$ cat src/rtl/baro_pressure_compensation_top_macros.svh
// assertion macros for the pressure compensation top level
`ifndef BARO_PRESSURE_COMPENSATION_TOP_MACROS_SVH
`define BARO_PRESSURE_COMPENSATION_TOP_MACROS_SVH

// same-cycle implication, clocked on clk_i, off during reset
`define BPC_ASSERT_SAME(lbl, ante, cons, msg) \
  lbl: assert property (@(posedge clk_i) disable iff (!rst_ni) (ante) |-> (cons)) \
    else $error(msg);

// next-cycle implication, clocked on clk_i, off during reset
`define BPC_ASSERT_NEXT(lbl, ante, cons, msg) \
  lbl: assert property (@(posedge clk_i) disable iff (!rst_ni) (ante) |=> (cons)) \
    else $error(msg);

`endif

$ cat src/rtl/bpc_pkg.sv
// shared types, widths and constant tables of the pressure compensation block
package bpc_pkg;

  localparam int unsigned NSTG        = 9;
  localparam int unsigned QF          = 24;
  localparam int unsigned CFG_IDX_W   = 2;
  localparam int unsigned CFG_DATA_W  = 64;
  localparam int unsigned PFB_DEFAULT = 6;
  localparam int unsigned IN_DATA_W   = 80;
  localparam int unsigned OUT_DATA_W  = 88;
  localparam int unsigned RECIP_W     = 31;
  localparam int unsigned OSR_W       = 3;

  typedef enum logic [CFG_IDX_W-1:0] {
    REG_COEF_LOW  = 2'd0,
    REG_COEF_MID  = 2'd1,
    REG_COEF_HIGH = 2'd2,
    REG_OSR       = 2'd3
  } cfg_reg_e;

  // round(2^48 / scale) for each oversampling setting
  localparam logic [RECIP_W-1:0] RECIP_TAB [8] = '{
    RECIP_W'(((64'd1 << 48) + 64'd262144) / 64'd524288),
    RECIP_W'(((64'd1 << 48) + 64'd786432) / 64'd1572864),
    RECIP_W'(((64'd1 << 48) + 64'd1835008) / 64'd3670016),
    RECIP_W'(((64'd1 << 48) + 64'd3932160) / 64'd7864320),
    RECIP_W'(((64'd1 << 48) + 64'd126976) / 64'd253952),
    RECIP_W'(((64'd1 << 48) + 64'd258048) / 64'd516096),
    RECIP_W'(((64'd1 << 48) + 64'd520192) / 64'd1040384),
    RECIP_W'(((64'd1 << 48) + 64'd1044480) / 64'd2088960)
  };

  typedef struct packed {
    logic signed [11:0] c0;
    logic signed [11:0] c1;
    logic signed [19:0] c00;
    logic signed [19:0] c10;
    logic signed [15:0] c01;
    logic signed [15:0] c11;
    logic signed [15:0] c20;
    logic signed [15:0] c21;
    logic signed [15:0] c30;
    logic [OSR_W-1:0]   osr;
  } coef_t;

  typedef struct packed {
    logic [NSTG-1:0] en;
    logic [NSTG-1:0] vld;
  } pipe_ctrl_t;

endpackage

$ cat src/rtl/bpc_ctrl.sv
// valid bits and per-stage load enables of the compensation pipeline
module bpc_ctrl (
  input  logic                clk_i,
  input  logic                rst_ni,
  input  logic                s_valid_i,
  input  logic                m_ready_i,
  output logic                s_ready_o,
  output logic                m_valid_o,
  output bpc_pkg::pipe_ctrl_t pipe_o
);
  import bpc_pkg::*;

  logic [NSTG:0]   en;
  logic [NSTG-1:0] vld_q;
  logic [NSTG-1:0] vld_d;

  // a stage loads when it is empty or the one after it moves
  assign en[NSTG] = m_ready_i;
  for (genvar g = 0; g < NSTG; g++) begin : g_en
    assign en[g] = !vld_q[g] || en[g+1];
  end

  assign vld_d = (en[NSTG-1:0] & {vld_q[NSTG-2:0], s_valid_i}) | (~en[NSTG-1:0] & vld_q);

  always_ff @(posedge clk_i or negedge rst_ni) begin
    if (!rst_ni) begin
      vld_q <= '0;
    end else begin
      vld_q <= vld_d;
    end
  end

  assign s_ready_o  = en[0];
  assign m_valid_o  = vld_q[NSTG-1];
  assign pipe_o.en  = en[NSTG-1:0];
  assign pipe_o.vld = vld_q;

endmodule

$ cat config.mk
export PLATFORM = sky130hd
export DESIGN_NAME = bpc_ctrl
export DESIGN_NICKNAME = d
export VERILOG_FILES = /design/src/rtl/baro_pressure_compensation_top_macros.svh /design/src/rtl/bpc_pkg.sv /design/src/rtl/bpc_ctrl.sv
export SDC_FILE = /design/constraint.sdc
export NUM_CORES = 1
export LEC_CHECK = 0
export ABC_CLOCK_PERIOD_IN_PS = 1200
export BUFFER_PORTS_ARGS = -buffer_cell sky130_fd_sc_hd__buf_2
export CORE_AREA = 8 8 45 47
export DETAILED_ROUTE_END_ITERATION = 8
export DIE_AREA = 0 0 53 55
export GPL_TIMING_DRIVEN = 0
export PLACE_DENSITY = 0.7
export SYNTH_ARGS = -nofsm -noshare
export SYNTH_HDL_FRONTEND = slang
export SYNTH_SLANG_ARGS = --single-unit
export TNS_END_PERCENT = 50
$ cat constraint.sdc
create_clock -name clk_i -period 1.2 [get_ports clk_i]
set_clock_uncertainty 0.1 [all_clocks]
set_input_delay 0.12 -clock clk_i [delete_from_list [all_inputs] [get_ports clk_i]]
set_output_delay 0.12 -clock clk_i [all_outputs]
set_load 0.01 [all_outputs]
==> Yosys cells after proc, flatten, opt, wreduce, memory -nomap -nowiden <==
Cells that the tools add are included.
{ "classes": {"bitwise": 4, "n_reduce_logical": 18} }
{ "op_table": {"columns": ["cell", "n"], "rows": [
  ["$and A9 B9 Y9", 2],
  ["$logic_not A1 Y1", 9],
  ["$logic_or A1 B1 Y1", 9],
  ["$not A9 Y9", 1],
  ["$or A9 B9 Y9", 1]
]} }
{ "totals": {"reg_bits": 9, "in_bits": 4} }

==> Longest topological paths before layout <==
{ "logic_depth": {"word_depth": 13, "mapped_depth": 4, "mapped_depth_nobuf": 2} }

==> Worst setup path after synthesis <==
Ideal clock, no wire load.
{ "synth_path": {"path_type": "reg-to-output", "start": "reg (tool-made name)", "end": "out pipe_o[9] (netlist bit)", "arrival_ns": 1.154, "t_required_ns": 0.980, "path_slack_ns": -0.174, "stages_incl_launch_ff": 5, "cell_sequence": "dfrtp_1 > and4b_1 > buf_6 > nand4_1 > buf_4"} }
{ "synth_rtl": {"columns": ["item", "line", "rtl"], "rows": [
  ["to (decl)", "bpc_ctrl.sv:9", "output bpc_pkg::pipe_ctrl_t pipe_o"]
]} }

==> results.toml <==
[status]
status = "finished with violations"
failed_checks = "negative setup slack"

[die]
io_pins = 24
die_w_um = 53
rows = 14
start_util = 0.3011
coreArea_mm2 = 0.001384
die_h_um = 55
die_area_mm2 = 0.002915

[clocking]
cts_htree_levels = 1
clock_latency_ps = 260
cts.clk_slew.worst_paths_ps = 60
clockBufferDepth = 2
cts_buffers = 3
cts_sinks = 9
cts-root-buf = "clkbuf_4"
cts_tree = "yes"

[final_layout]
nNetsFinal = 82
nFillCells = 134
fin_cells = 93
syn2layout_area_growth_pct = 83.18
antennaDiodeCount = 0
drive_gt1_frac = 0.7143

[global_routing]
grt_pass1_vias = 427
busiest_layer = "met2"
use_met3 = 0.04011
track_usage = 0.09136
grt_start_max_net_pins = 10
antenna_found_initial = 0
grt_first_pass_wirelength_um = 1932
grtUsageMet1 = 0.09922
grtUsageMet2 = 0.1465
grt-ovfl-total = 0

[place]
io_buffer_count = 23
routabilityCongestion = 0.7425
dp_cells = 74

[drt]
via_per_inst = 4.667
antenna_left = 0
wire_per_inst_um = 14.92
drc_errors = 0
dr.pass1.iters = 4
wl_um = 1388
via_count = 434
dr.first_iter.drc_count = 4

[sta]
worst_pin_slew_ps = 196.3
drv_slew = 0
setup_slack_ps = -328.9
hold_viol = 0
relSlewSlack = 0.8691
timing.final.crit_period_ps = 1529
setup_viol_count_final = 17
rsz0062_at_grt = "true"
holdWs_ps = 52.24
finalCritPeriodShare = 1.274
fmax_mhz = 654.0

[synthesis]
synthTopCellsByArea = "dfrtp_1 54%, buf_6 5.4%, a41o_1 4.8%"
synth_area_um2 = 416.7
synth_most_common_cell = "dfrtp_1"
synth_edf_count = 0
synth_fp_nets = 39
yosys_warnings = 0
synthFlopType = "dfrtp_1"
ys_seq_area_frac = 0.5405
synth_seq_cells = 9
ys_types = 17
avgSynthCellArea_um2 = 11.90
synthTopCellsByCount = "9 x dfrtp_1, 3 x nand3_1"
synthArstFlopShare = 1.000
synth_top_area_share = 0.5405
syn_inst = 35
yosysTopAreaCell = "dfrtp_1"

[worst_setup_path]
cp-start-kind = "flop"
path_max_fanout = 7
end_kind = "primary output"
reg2reg_setup_slack_ps = -140
crit_type = "reg -> out"
crit_arrival_ps = 1310
cp.required_ps = 980
reg2reg_depth = 4

[min_path]
worstHoldPathType = "in -> reg"
min_delay_path_depth = 3
min_from = "m_ready_i"

[pwr]
power_density_mw_per_mm2 = 1688
ir_drop_mv = 0.6936
p_leak_uw = 0.0003615

[run]
maxCapViolations = 0
-- power breakdown --
part           internal [uW]  switching [uW]
sequential               361            36.8
combinational            363             292
clock                    128             107
-- cell usage in the layout, fill, tap and decap left out --
master,instances
buf_2,18
buf_4,13
buf_6,10
dfrtp_1,6
dfrtp_2,3
clkbuf_4,3
nand3_1,2
nand4_1,2
nand2b_1,2
a31o_1,2
a41o_1,2
a21o_2,2
dlygate4sd3_1,2
and3b_2,1
nand2_2,1
and4b_1,1
and4_4,1
nand2_1,1
nand3_4,1
inv_2,1
or2_1,1
a31o_2,1
clkbuf_1,1
-- layout make-up --
cell class | instances | area [um^2] | area share
timing repair buffer | 40 | 294.0 | 0.3852
sequential | 9 | 229.0 | 0.3000
multi-input combinational | 20 | 163.9 | 0.2148
clock buffer | 4 | 26.28 | 0.03443
buffer | 3 | 26.28 | 0.03443
tap | 16 | 20.02 | 0.02623
inverter | 1 | 3.754 | 0.004918
-- per-stage QoR --
| step | total power, uW | setup TNS, ps | setup WS, ps | cell area [um^2] | util |
|---|---|---|---|---|---|
| 3_3_place_gp | 795.1 | -246.9 | -148.5 | 555.5 | 0.4014 |
| 4_1_cts | 1199 | -3024 | -337.2 | 713.2 | 0.5154 |
| 6_report | 1289 | -2982 | -328.9 | 763.2 | 0.5515 |
| 2_1_floorplan | 646.1 | -155.8 | -139.9 | 420.4 | - |
| 3_5_place_dp | 801.2 | -290.3 | -150.7 | 555.5 | 0.4014 |
| 5_1_grt | 1380 | -3937 | -410.1 | 763.2 | 0.5515 |
-- worst max-delay path, stage by stage, from the launching register on --
cell and delay, ps:
dfrtp_2 350, and4b_1 210, buf_6 120, nand4_1 100, buf_4 150, buf_6 110
-- cells by family after synthesis --
logic type | count (synthesis) | synth area share
buffers and inverters | 6 | 0.1111
and+or+nand+nor | 13 | 0.1952
DFF | 9 | 0.5406
AOI/OAI and AO/OA | 7 | 0.1532
-- metal layers --
layer	routed length [um]	share of wire
met1	550	0.40
met2	751	0.54
met3	87	0.063
met4	0	0
met5	0	0
-- what timing repair did --
action,CTS,global route
resized for setup,6,10
endpoints found under the setup margin,14,22
hold buffers,2,0
endpoints found under the hold margin,10,0
buffers inserted,12,3
pin swaps,5,5
-- how the worst max path moves through the flow --
stage / endpoint / slack, ps / depth (start not counted)
floorplan: pipe_o[9] / -140 / 4
global placement: pipe_o[9] / -150 / 5
detailed placement: pipe_o[9] / -150 / 5
CTS: pipe_o[9] / -340 / 5
global route: pipe_o[9] / -410 / 5
finish: pipe_o[9] / -330 / 5
Note: power is estimated with default switching activity, not from simulation.
