===== config.mk =====
export PLATFORM = sky130hd
export DESIGN_NAME = bpc_cfg
export DESIGN_NICKNAME = d
export VERILOG_FILES = /design/src/rtl/baro_pressure_compensation_top_macros.svh /design/src/rtl/bpc_pkg.sv /design/src/rtl/bpc_cfg.sv
export SDC_FILE = /design/constraint.sdc
export NUM_CORES = 1
export LEC_CHECK = 0
export BUFFER_PORTS_ARGS = -buffer_cell sky130_fd_sc_hd__buf_2
export CAP_MARGIN = 20
export CORE_ASPECT_RATIO = 0.75
export CORE_MARGIN = 3
export CORE_UTILIZATION = 48
export CTS_CLUSTER_SIZE = 12
export DETAILED_ROUTE_END_ITERATION = 16
export GPL_TIMING_DRIVEN = 0
export PLACE_DENSITY_LB_ADDON = 0.25
export SLEW_MARGIN = 20
export SYNTH_ARGS = -nofsm -noshare
export SYNTH_HDL_FRONTEND = slang
export SYNTH_SLANG_ARGS = --single-unit

===== constraint.sdc =====
create_clock -name clk_i -period 1.05 [get_ports clk_i]
set_clock_uncertainty 0.1 [all_clocks]
set_input_delay 0.1575 -clock clk_i [delete_from_list [all_inputs] [get_ports clk_i]]
set_output_delay 0.1575 -clock clk_i [all_outputs]
set_load 0.02 [all_outputs]

===== src/rtl/baro_pressure_compensation_top_macros.svh =====
// assertion macros for the pressure compensation top level
`ifndef BARO_PRESSURE_COMPENSATION_TOP_MACROS_SVH
`define BARO_PRESSURE_COMPENSATION_TOP_MACROS_SVH

// same-cycle implication, clocked on clk_i, off during reset
`define BPC_ASSERT_SAME(lbl, ante, cons, msg) \
  lbl: assert property (@(posedge clk_i) disable iff (!rst_ni) (ante) |-> (cons)) \
    else $error(msg);

// next-cycle implication, clocked on clk_i, off during reset
`define BPC_ASSERT_NEXT(lbl, ante, cons, msg) \
  lbl: assert property (@(posedge clk_i) disable iff (!rst_ni) (ante) |=> (cons)) \
    else $error(msg);

`endif


===== src/rtl/bpc_pkg.sv =====
// shared types, widths and constant tables of the pressure compensation block
package bpc_pkg;

  localparam int unsigned NSTG        = 9;
  localparam int unsigned QF          = 24;
  localparam int unsigned CFG_IDX_W   = 2;
  localparam int unsigned CFG_DATA_W  = 64;
  localparam int unsigned PFB_DEFAULT = 6;
  localparam int unsigned IN_DATA_W   = 80;
  localparam int unsigned OUT_DATA_W  = 88;
  localparam int unsigned RECIP_W     = 31;
  localparam int unsigned OSR_W       = 3;

  typedef enum logic [CFG_IDX_W-1:0] {
    REG_COEF_LOW  = 2'd0,
    REG_COEF_MID  = 2'd1,
    REG_COEF_HIGH = 2'd2,
    REG_OSR       = 2'd3
  } cfg_reg_e;

  // round(2^48 / scale) for each oversampling setting
  localparam logic [RECIP_W-1:0] RECIP_TAB [8] = '{
    RECIP_W'(((64'd1 << 48) + 64'd262144) / 64'd524288),
    RECIP_W'(((64'd1 << 48) + 64'd786432) / 64'd1572864),
    RECIP_W'(((64'd1 << 48) + 64'd1835008) / 64'd3670016),
    RECIP_W'(((64'd1 << 48) + 64'd3932160) / 64'd7864320),
    RECIP_W'(((64'd1 << 48) + 64'd126976) / 64'd253952),
    RECIP_W'(((64'd1 << 48) + 64'd258048) / 64'd516096),
    RECIP_W'(((64'd1 << 48) + 64'd520192) / 64'd1040384),
    RECIP_W'(((64'd1 << 48) + 64'd1044480) / 64'd2088960)
  };

  typedef struct packed {
    logic signed [11:0] c0;
    logic signed [11:0] c1;
    logic signed [19:0] c00;
    logic signed [19:0] c10;
    logic signed [15:0] c01;
    logic signed [15:0] c11;
    logic signed [15:0] c20;
    logic signed [15:0] c21;
    logic signed [15:0] c30;
    logic [OSR_W-1:0]   osr;
  } coef_t;

  typedef struct packed {
    logic [NSTG-1:0] en;
    logic [NSTG-1:0] vld;
  } pipe_ctrl_t;

endpackage


===== src/rtl/bpc_cfg.sv =====
// calibration and oversampling registers with coefficient unpacking
module bpc_cfg (
  input  logic                           clk_i,
  input  logic                           rst_ni,
  input  logic                           cfg_we_i,
  input  logic [bpc_pkg::CFG_IDX_W-1:0]  cfg_idx_i,
  input  logic [bpc_pkg::CFG_DATA_W-1:0] cfg_wdata_i,
  output bpc_pkg::coef_t                 coef_o
);
  import bpc_pkg::*;

  logic [63:0]      low_q;
  logic [63:0]      mid_q;
  logic [15:0]      high_q;
  logic [OSR_W-1:0] osr_q;

  always_ff @(posedge clk_i or negedge rst_ni) begin
    if (!rst_ni) begin
      low_q  <= '0;
      mid_q  <= '0;
      high_q <= '0;
      osr_q  <= '0;
    end else if (cfg_we_i) begin
      case (cfg_reg_e'(cfg_idx_i))
        REG_COEF_LOW: begin
          low_q <= cfg_wdata_i;
        end
        REG_COEF_MID: begin
          mid_q <= cfg_wdata_i;
        end
        REG_COEF_HIGH: begin
          high_q <= cfg_wdata_i[15:0];
        end
        REG_OSR: begin
          osr_q <= cfg_wdata_i[OSR_W-1:0];
        end
        default: begin
        end
      endcase
    end
  end

  always_comb begin
    coef_o.c0  = $signed(low_q[63:52]);
    coef_o.c1  = $signed(low_q[51:40]);
    coef_o.c00 = $signed(low_q[39:20]);
    coef_o.c10 = $signed(low_q[19:0]);
    coef_o.c01 = $signed(mid_q[63:48]);
    coef_o.c11 = $signed(mid_q[47:32]);
    coef_o.c20 = $signed(mid_q[31:16]);
    coef_o.c21 = $signed(mid_q[15:0]);
    coef_o.c30 = $signed(high_q);
    coef_o.osr = osr_q;
  end

endmodule


# == After elaboration in Yosys (flattened, before gate mapping) ==
# Cells that the tools add are included.
# Widths: inputs -> output; s select.
# op_classes
eq_ne,3
n_reduce_logical,5
# op_table
op,count
$reduce_and 2->1,4
$eq 2x2->1 const B,2
$eq 2x1->1 const B,1
$logic_not 2->1,1
# totals
word_cells,12
in_bits,69
reg_bits,147
output_inout_bits,147

# == Logic depth before layout (Yosys ltp) ==
# Gate-level depths: netlist of the first run.
# depth
ltp_word,2
depth_mapped,4
depth_no_buf,2

# == Worst setup path after synthesis of the first run ==
# OpenSTA, ideal clock, no wires.
# synth_timing
path_type,input -> register
startpoint,in cfg_idx_i[1] (netlist bit)
endpoint,reg low_q[0]
path_stages,4
required_time_ns,0.825
setup_ns,0.125
setup_slack_ns,-0.136
arrival_time_ns,0.961
path_cell_list,nor3b_2 > buf_6 > buf_6 > mux2_2
# synth_between
elab_chain_len,2
# synth_lines
element,line,text
start: declaration,bpc_cfg.sv:6,"input logic [bpc_pkg::CFG_IDX_W-1:0] cfg_idx_i,"
$logic_not 2->1,bpc_cfg.sv:24,case (cfg_reg_e'(cfg_idx_i))
$reduce_and 2->1 (no source line),--,
end signal: assignment,bpc_cfg.sv:26,low_q <= cfg_wdata_i;
end: declaration,bpc_cfg.sv:12,logic [63:0] low_q;
# Every way passes these cells.
# A chain may end at the register's enable or synchronous reset.

# == Final worst setup path of the first run ==
# layout_timing
startpoint,reg low_q[32]
endpoint,out coef_o[115] (netlist bit)
# layout_lines
element,line,text
end: declaration,bpc_cfg.sv:8,output bpc_pkg::coef_t coef_o
# No word-level cell between the ends.

==> results by group, run 1 <==
Status
  – Outcome: finished with violations
  – Failing checks: negative hold slack, negative setup slack

Yosys
  – Synth Instances: 313
  – Yosys warning count: 0
  – Post-synthesis async set-or-reset flop share: between 90% and 100%
  – Commonest cells post-synth: dfrtp_1 (147), mux2_2 (142), buf_6 (14), mux2_1 (5)
  – Post-Syn Nets: 382
  – Synth Area per Inst: approximately 18 um2
  – Sequential fraction of the synthesis area: around 66%
  – Seq cells post-synth: about 150
  – Dominant cells by area after synthesis: dfrtp_1 (66%), mux2_2 (29%), buf_6 (2.8%)
  – Primary FF master, synth: dfrtp_1
  – Mapped cell area: ~0.0055 mm2
  – Post-synth EDFFs: 0
  – Yosys cell types: 9
  – Top cell type's share of synthesized area: 66.4%
  – Count leader, synth: dfrtp_1
  – Cell taking the most area after synthesis: dfrtp_1

STA
  – Slew margin rel.: roughly 68%
  – Fin crit period: 1250 ps
  – # setup viols final: roughly 160
  – Slew @ Worst Pin: 476 ps
  – Period utilization: 119%
  – Fmax: between 800 and 900 MHz
  – Fin worst setup slack: -197 ps
  – Hold WS: -421 ps
  – RSZ-0062 raised after global routing: true
  – Max Slew Vio Count: 0
  – Fin. Hold Viols: 65

Final layout
  – Share of layout cells above drive strength 1: 67.0%
  – Area delta synth->final: 69.4%
  – Antenna cells: 0
  – FF/Latch Area: approximately 0.0037 mm2
  – Final cell count without fillers: about 800
  – # fillers: ~500
  – Nets@finish: between 700 and 800
  – Multi-input logic area: approximately 0.0017 mm2

Critical path
  – Worst Setup Start Kind: flip-flop
  – Crit Path Max Fanout: 2
  – CP Class: flip-flop to output pin
  – Critical path data required time: between 700 and 800 ps
  – CP endpoint kind: output pin
  – Worst Path Arrival: 990 ps
  – Worst-path cell chain: buf_6
  – Buffers and inverters on the worst path: 1
  – CP max stage delay: 430 ps
  – Critical Path Slowest Stage Cell: dfrtp_1
  – Cell family with most CP delay: flip-flops

CTS
  – Clk pin slew, worst setup/hold paths: 60 ps
  – CTS root buffer: clkbuf_16
  – Clock Path Buffers: 2
  – CTS sink cnt: approximately 150
  – CTS tree: yes
  – Clock latency on the worst-skew pair: around 400 ps
  – Number of CTS-inserted buffers: 17
  – H-tree levels: 4
  – CTS Hold Bufs: 64

Pwr
  – Clock network power share: between 30% and 40%
  – Net Sw Frac: 29.2%
  – Combinational Power Share: 30.9%
  – Sequential power share: ~38%
  – Net Switching: ~6 mW
  – Final Power: ~20 mW
  – Cell area power density: around 2200 mW/mm2
  – Peak supply drop: between 1.5 and 2 mV
  – Leak: 4.43 nW
  – Internal power: between 10 and 15 mW

Global routing
  – Largest net degree at the start of global routing: 87
  – Vias in the first global route: 4546
  – Met3 usage: a little over 8%
  – Busiest layer in global routing: met2
  – Antenna violations before repair: 0
  – GR Util met1: about a third
  – Global-route wire length before repair: approximately 25 mm
  – Met2 Resource Use GR: 44.8%
  – Total global-route track usage: roughly a quarter
  – Gr ovfl total: 0

Detailed routing
  – Initial DRC Count: 145
  – WL/cell: 21.2 um
  – First-pass detailed-route iteration total: 4
  – DRT Wirelength: around 17 mm
  – Routed Antenna Nets: 0
  – Via count: 4047
  – Vias per cell: 5.01
  – Residual DRC count: 0

Placed design
  – Port Buffers: around 220
  – Final Wtd Congestion: between 0.7 and 0.8
  – DP HPWL: slightly above 9 mm
  – DP Cell Count: 669

Floorplan
  – Core area: 0.0111 mm2
  – Initial core utilization: 49.9%
  – Die height: around 99 um
  – Std cell rows: 33
  – # IOs: 216
  – Die width: between 100 and 150 um
  – Die ar.: roughly 0.013 mm2

Hold path
  – Worst hold path class: input port to async pin

Job
  – Max-Cap Viols: 0
## layout by cell type (no fill, tap or decap), drive strengths merged, types with 2 or more instances in the layout
| master | n |
|---|---|
| buf | 274 |
| dfrtp | 147 |
| mux2 | 147 |
| dlygate4sd3 | 64 |
| clkbuf | 22 |
| bufinv | 4 |
| clkinv | 4 |
| nand3b | 2 |
## stage by stage
step / util, % / instance area (um2) / setup TNS [ps] / setup WS [ps]
CTS: 82.7 / 9190 / -22640 / -183
global route: 84.5 / 9390 / -27230 / -220
detailed placement: 61.6 / 6850 / -48170 / -422
global placement: 61.3 / 6810 / -372710 / -2240
finish: 84.5 / 9390 / -22220 / -197
floorplan: - / 5560 / -10290 / -135
## kinds of logic (layout without fill, tap and decap cells)
| logic type | Yosys count | after routing | share of synthesized area (%) |
|---|---|---|---|
| flops | 147 | 147 | 66.4 |
| simple gates | 4 | 4 | 0.655 |
| buf+inv | 15 | 369 | 3.09 |
| mux | 147 | 147 | 29.9 |
## path summary, 6_finish.rpt
path | startpoint | slack, ps | cells after the start | to
hold / removal | rst_ni | -420 | 1 | low_q[19]$_DFFE_PN0P_
min in group clk_i | cfg_we_i | 130 | 3 | high_q[15]$_DFFE_PN0P_
hold reg to reg | high_q[15]$_DFFE_PN0P_ | 430 | 1 | high_q[15]$_DFFE_PN0P_
setup reg to reg | low_q[30]$_DFFE_PN0P_ | -80 | 3 | low_q[30]$_DFFE_PN0P_
setup / recovery | low_q[32]$_DFFE_PN0P_ | -200 | 1 | coef_o[115]
max in group asynchronous | rst_ni | 510 | 2 | low_q[60]$_DFFE_PN0P_
## registers in the layout (all words and copies together), names as in the netlist
name,cells
low_q,64
osr_q,3
high_q,16
mid_q,64
## layout make-up
class                      count  area share (%)
clock inverter                 9            1.65
tap                          140            1.87
buffer                        15            1.96
clock buffer                  21            4.91
sequential                   147            39.2
timing repair buffer         324            32.1
multi-input combinational    151            18.3
## per-layer routing
layer / vias up / share of wire, %
met2: 152 / 53
met5: - / 0
li1: 1792 / -
met4: 0 / 1.2
met1: 2079 / 39
met3: 24 / 7.0
## power groups by stage
stage	clock [mW]	sequential (mW)	combinational [mW]
floorplan	0	8.70	1.09
global route	6.71	7.74	6.56
finish	6.36	7.64	6.26
CTS	6.39	7.53	5.86
detailed placement	0	7.36	4.18
global placement	0	7.28	4.08
## timing repair
action | 4_1_cts | 5_1_grt
endpoints found under the hold margin | 208 | 61
setup endpoints to repair | 148 | 157
buffers inserted | 22 | 23
cloned | 0 | 0
gates resized for setup | 294 | 9
Note: power is estimated with default switching activity, not from simulation.
==> run 2, diff against run 1 <==
==> constraint.sdc (replaced) <==
create_clock -name clk_i -period 1.05 [get_ports clk_i]
set_clock_uncertainty 0.1 [all_clocks]
set_input_delay 0.1575 -clock clk_i [delete_from_list [all_inputs] [get_ports clk_i]]
set_output_delay 0.1575 -clock clk_i [all_outputs]
set_load 0.005 [all_outputs]
==> run 2 against run 1 <==
The run still ends with negative hold slack, negative setup slack left. Non-clock buffer count is 3 lower. Sequential power shrank 4.3%. Global-route usage decreased by 4.3 points. First-iteration DRC count shrank 32%. Final area shrank 10%. Worst hold slack worse by 5.4 ps. Routed wire length fell by 15%. Core utilization fell by 8.5 points. Setup slack gained 52 ps.
==> results by group, run 2 (synthesis results as in run 1) <==
Placed design
  – DP Cell Count: roughly 670
  – Port Buffers: roughly 220
  – Final Wtd Congestion: roughly 0.74
  – DP HPWL: a little over 9 mm

Final layout
  – Leading registers by flop count: low_q x64, mid_q x64, high_q x16
  – Area delta synth->final: 52.3%
  – Antenna cells: 0
  – Share of layout cells above drive strength 1: 66.9%
  – Nets@finish: a little over 700
  – Final cell count without fillers: approximately 800
  – Most common cell after layout, fill and taps aside: buf_2
  – Most frequent cells in the layout: buf_2 (214), dfrtp_1 (147), mux2_2 (138)
  – Post-layout util: about three quarters

Critical path
  – Worst-path cell chain: buf_2
  – Cell family with most CP delay: flip-flops
  – CP Class: flip-flop to output pin
  – Crit Path Max Fanout: 2
  – Worst Setup Start Kind: flip-flop
  – CP endpoint kind: output pin
  – Critical path data required time: just under 800 ps
  – CP max stage delay: 390 ps
  – Critical Path Slowest Stage Cell: dfrtp_1
  – Worst Path Arrival: roughly 940 ps
  – Buffers and inverters on the worst path: 1

Global routing
  – Antenna violations before repair: 0
  – Global-route wire length before repair: about 21 mm
  – Largest net degree at the start of global routing: between 80 and 90
  – Vias in the first global route: between 4k and 5k
  – Total global-route track usage: a little over a fifth
  – Gr ovfl total: 0

Detailed routing
  – Routed Antenna Nets: 0
  – DRT Wirelength: ~14 mm
  – Via count: just under 4k
  – WL/cell: 18.0 um
  – Residual DRC count: 0
  – Initial DRC Count: roughly 100
  – First-pass detailed-route iteration total: 4
  – Vias per cell: roughly 4.9

CTS
  – Number of CTS-inserted buffers: 17
  – Clk pin slew, worst setup/hold paths: ~60 ps
  – CTS sink cnt: about 150
  – CTS Hold Bufs: 64
  – CTS root buffer: clkbuf_16
  – CTS tree: yes
  – H-tree levels: 4
  – Clock Path Buffers: 2
  – Clock latency on the worst-skew pair: around 400 ps

STA
  – # setup viols final: ~160
  – Slew margin rel.: around two thirds
  – Fin. Hold Viols: 67
  – Hold WS: -426 ps
  – Fin crit period: between 1000 and 1500 ps
  – RSZ-0062 raised after global routing: true
  – Max Slew Vio Count: 0
  – Fin worst setup slack: -145 ps
  – Fmax: between 800 and 900 MHz
  – Slew @ Worst Pin: 476 ps
  – Period utilization: 114%

Pwr
  – Peak supply drop: around 1.7 mV
  – Leak: between 4 and 5 nW
  – Cell area power density: slightly above 2000 mW/mm2

Floorplan
  – Std cell rows: 33
  – Initial core utilization: roughly half
  – Die width: between 100 and 150 um
  – # IOs: about 220
  – Core area: about 0.011 mm2
  – Die height: about 99 um
  – Die ar.: about 0.013 mm2

Status
  – Outcome: finished with violations
  – Failing checks: negative hold slack, negative setup slack

Job
  – Max-Cap Viols: 0

Hold path
  – Worst hold path class: input port to async pin
## run 2: cell types whose count changed in the layout (fill, tap and decap cells not counted)
cell    before  now
buf_6      162   16
buf_2       67  214
buf_4       41   38
buf_12       1    0
mux2_4       3    4
mux2_2     139  138
## run 2: timing repair
action / 4_1_cts / 5_1_grt
resized for setup: 0 / 8
gates cloned: 0 / 0
endpoints found under the setup margin: 148 / 148
buffers inserted: 22 / 19
hold endpoints to repair: 208 / 61
## run 2: routing by layer
layer  wire length (um)  track usage [%]  up-vias
met5                  0                0        -
met4                107             6.07        0
met3               1140             7.53       11
met2               7470             36.8      139
met1               5760             25.8     1994
li1                   -                -     1797
## run 2: stage by stage
stage          setup WS, ps  TNS (ps)  power, mW  hold WS [ps]  instance area, um2
4_1_cts                -163    -19490       17.0          -412                8270
2_1_floorplan          -135    -10290       8.53          -238                5560
3_3_place_gp          -2240   -372710       10.1           286                6810
3_5_place_dp           -422    -48170       10.2          22.8                6850
6_report               -145    -17540       17.2          -426                8440
5_1_grt                -187    -23790       18.0          -401                8440
## run 2: final timing paths
path	from	endpoint	slack (ps)	cells after the start
max	low_q[6]$_DFFE_PN0P_	coef_o[89]	-150	1
max reg2reg	low_q[25]$_DFFE_PN0P_	low_q[25]$_DFFE_PN0P_	-80	3
min in group clk_i	cfg_we_i	high_q[15]$_DFFE_PN0P_	130	3
min	rst_ni	mid_q[16]$_DFFE_PN0P_	-430	1
max in group asynchronous	rst_ni	low_q[1]$_DFFE_PN0P_	500	2
min reg2reg	low_q[63]$_DFFE_PN0P_	low_q[63]$_DFFE_PN0P_	390	1
## run 2: final cells by class
cell class | instances | area, um2
Clock buffer | 21 | 460
Fill cell | 668 | 2670
Sequential cell | 147 | 3680
Tap cell | 140 | 175
Timing Repair Buffer | 321 | 2070
Buffer | 15 | 175
Clock inverter | 9 | 155
Multi-Input combinational cell | 151 | 1720
## run 2: where the power goes
part           total [mW]  switching, mW  internal [mW]  leakage (nW)
Sequential           7.31          0.560           6.75          1.74
Combinational        3.55           1.36           2.20          2.08
Clock                6.30           2.22           4.08         0.299
==> run 3, diff against run 2 <==
--- a/config.mk
+++ b/config.mk
@@ -8,12 +8,12 @@
 export BUFFER_PORTS_ARGS = -buffer_cell sky130_fd_sc_hd__buf_2
 export CAP_MARGIN = 20
 export CORE_ASPECT_RATIO = 0.75
-export CORE_MARGIN = 3
 export CORE_UTILIZATION = 48
 export CTS_CLUSTER_SIZE = 12
 export DETAILED_ROUTE_END_ITERATION = 16
 export GPL_TIMING_DRIVEN = 0
 export PLACE_DENSITY_LB_ADDON = 0.25
+export REMOVE_ABC_BUFFERS = 1
 export SLEW_MARGIN = 20
 export SYNTH_ARGS = -nofsm -noshare
 export SYNTH_HDL_FRONTEND = slang
==> run 3 against run 2 <==
Maximum frequency shrank 2.1%. The run still ends with negative hold slack, negative setup slack left. Sequential power grew 0.5%. Setup slack lost 25 ps. Highest routed layer unchanged. Count of clock-buffer cells in the layout shrank 1. Routed wire length grew 9.7%.
==> results by group, run 3 (synthesis results as in run 1) <==
Status
  – Outcome: finished with violations
  – Failing checks: negative hold slack, negative setup slack

Detailed routing
  – Via count: 4091
  – First-pass detailed-route iteration total: 4
  – Initial DRC Count: between 150 and 200
  – WL/cell: 19.8 um
  – Vias per cell: about 5
  – Routed Antenna Nets: 0
  – Residual DRC count: 0
  – DRT Wirelength: approximately 16 mm

Critical path
  – CP max stage delay: 410 ps
  – Buffers and inverters on the worst path: 1
  – Critical Path Slowest Stage Cell: dfrtp_1
  – CP Class: flip-flop to output pin
  – Crit Path Max Fanout: 2
  – Critical path data required time: 790 ps
  – CP endpoint kind: output pin
  – Worst-path cell chain: buf_2
  – Worst Setup Start Kind: flip-flop
  – Cell family with most CP delay: flip-flops
  – Worst Path Arrival: approximately 960 ps

Pwr
  – Combinational Power Share: a little over a fifth
  – Peak supply drop: ~1.4 mV
  – Internal power: approximately 13 mW
  – Clock network power share: between 30% and 40%
  – Net Switching: between 4 and 5 mW
  – Sequential power share: between 40% and 50%
  – Net Sw Frac: 25.1%
  – Leak: around 4.2 nW
  – Cell area power density: around 2000 mW/mm2

Floorplan
  – Die height: ~95 um
  – Die width: about 130 um
  – # IOs: between 200 and 250
  – Initial core utilization: 50.1%
  – Die ar.: around 0.012 mm2
  – Core area: 0.0111 mm2
  – Std cell rows: 33

CTS
  – Number of CTS-inserted buffers: 17
  – Clk pin slew, worst setup/hold paths: ~60 ps
  – CTS tree: yes
  – Clock latency on the worst-skew pair: 400 ps
  – CTS sink cnt: roughly 150
  – H-tree levels: 4
  – Clock Path Buffers: 2
  – CTS root buffer: clkbuf_16
  – CTS Hold Bufs: 64

Final layout
  – Antenna cells: 0
  – Most frequent cells in the layout: buf_2 (209), dfrtp_1 (147), mux2_2 (115)
  – Final cell count without fillers: about 800
  – Most common cell after layout, fill and taps aside: buf_2
  – Leading registers by flop count: low_q x64, mid_q x64, high_q x16
  – Nets@finish: 720
  – Area delta synth->final: 56.9%
  – Post-layout util: roughly 79%
  – Share of layout cells above drive strength 1: approximately two thirds

Global routing
  – Global-route wire length before repair: approximately 22 mm
  – Met2 Resource Use GR: ~44%
  – Gr ovfl total: 0
  – Antenna violations before repair: 0
  – Busiest layer in global routing: met2
  – Largest net degree at the start of global routing: 87
  – Total global-route track usage: between 20% and 30%
  – Met3 usage: ~8.5%
  – GR Util met1: around 28%
  – Vias in the first global route: roughly 4.2k

STA
  – Slew @ Worst Pin: between 400 and 500 ps
  – Hold WS: -421 ps
  – Slew margin rel.: between 60% and 70%
  – Fin. Hold Viols: roughly 60
  – # setup viols final: between 100 and 150
  – Setup TNS: -18500 ps
  – RSZ-0062 raised after global routing: true
  – Max Slew Vio Count: 0
  – Fmax: between 800 and 900 MHz
  – Period utilization: 116%
  – Fin crit period: 1220 ps
  – Fin worst setup slack: -171 ps

Placed design
  – Final Wtd Congestion: between 0.7 and 0.8
  – Port Buffers: ~220
  – DP HPWL: a little under 9 mm
  – DP Cell Count: between 600 and 700

Job
  – Max-Cap Viols: 0

Hold path
  – Worst hold path class: input port to async pin
run 3: changes by cell type in the layout (fill, tap and decap cells not counted), moves of 5 or more:
| cell | previous run | this run |
|---|---|---|
| mux2_4 | 4 | 28 |
| mux2_2 | 138 | 115 |
| buf_4 | 38 | 30 |
| buf_12 | 0 | 6 |
| buf_2 | 214 | 209 |
| clkbuf_16 | 17 | 22 |
run 3: worst paths after layout:
check / from / endpoint / slack [ps] / depth (start not counted)
max: mid_q[39]$_DFFE_PN0P_ / coef_o[58] / -170 / 1
min: rst_ni / low_q[16]$_DFFE_PN0P_ / -420 / 1
max reg2reg: low_q[22]$_DFFE_PN0P_ / low_q[22]$_DFFE_PN0P_ / 20 / 2
min reg2reg: low_q[61]$_DFFE_PN0P_ / low_q[61]$_DFFE_PN0P_ / 390 / 1
max in group asynchronous: rst_ni / mid_q[14]$_DFFE_PN0P_ / 480 / 2
min in group clk_i: cfg_idx_i[1] / osr_q[1]$_DFFE_PN0P_ / 100 / 3
run 3: stage by stage:
| stage | worst slack [ps] | total power, mW | area [um2] |
|---|---|---|---|
| after detailed placement | -920 | 10.2 | 6800 |
| after floorplan | -2290 | 8.50 | 5370 |
| final | -171 | 17.4 | 8700 |
| after global placement | -4010 | 10.0 | 6620 |
| after global routing | -201 | 18.1 | 8700 |
| after CTS | -161 | 17.0 | 8300 |
run 3: layer usage:
layer	wire length, um	vias up
li1	-	1790
met1	6330	2084
met2	7940	186
met3	1260	31
met4	359	0
met5	0	-
run 3: worst register-to-register path: cells and delay by family (launching register included):
kind	cells	cell delay, ps
buf+inv	1	140
flops	1	400
mux	1	270
run 3: cell type report:
class                   count  area, um2
flip-flops and latches    147       3680
repair buffers            334       2410
fillers                   608       2370
multi-input cells         151       1810
clock buffers              20        437
clock inverters            12        181
well taps                 140        175
run 3: power groups by stage:
stage               combinational (mW)  sequential (mW)  clock, mW
floorplan                         1.06             7.43          0
global placement                  2.75             7.27          0
detailed placement                2.86             7.35          0
CTS                               3.30             7.25       6.41
global route                      4.02             7.46       6.65
finish                            3.75             7.35       6.33
run 3: timing repair:
action / CTS / global route
pin swaps: 1 / 1
setup buffers: 27 / 20
setup endpoints to repair: 280 / 253
gates cloned: 0 / 6
gates resized for setup: 7 / 47
hold endpoints to repair: 208 / 61
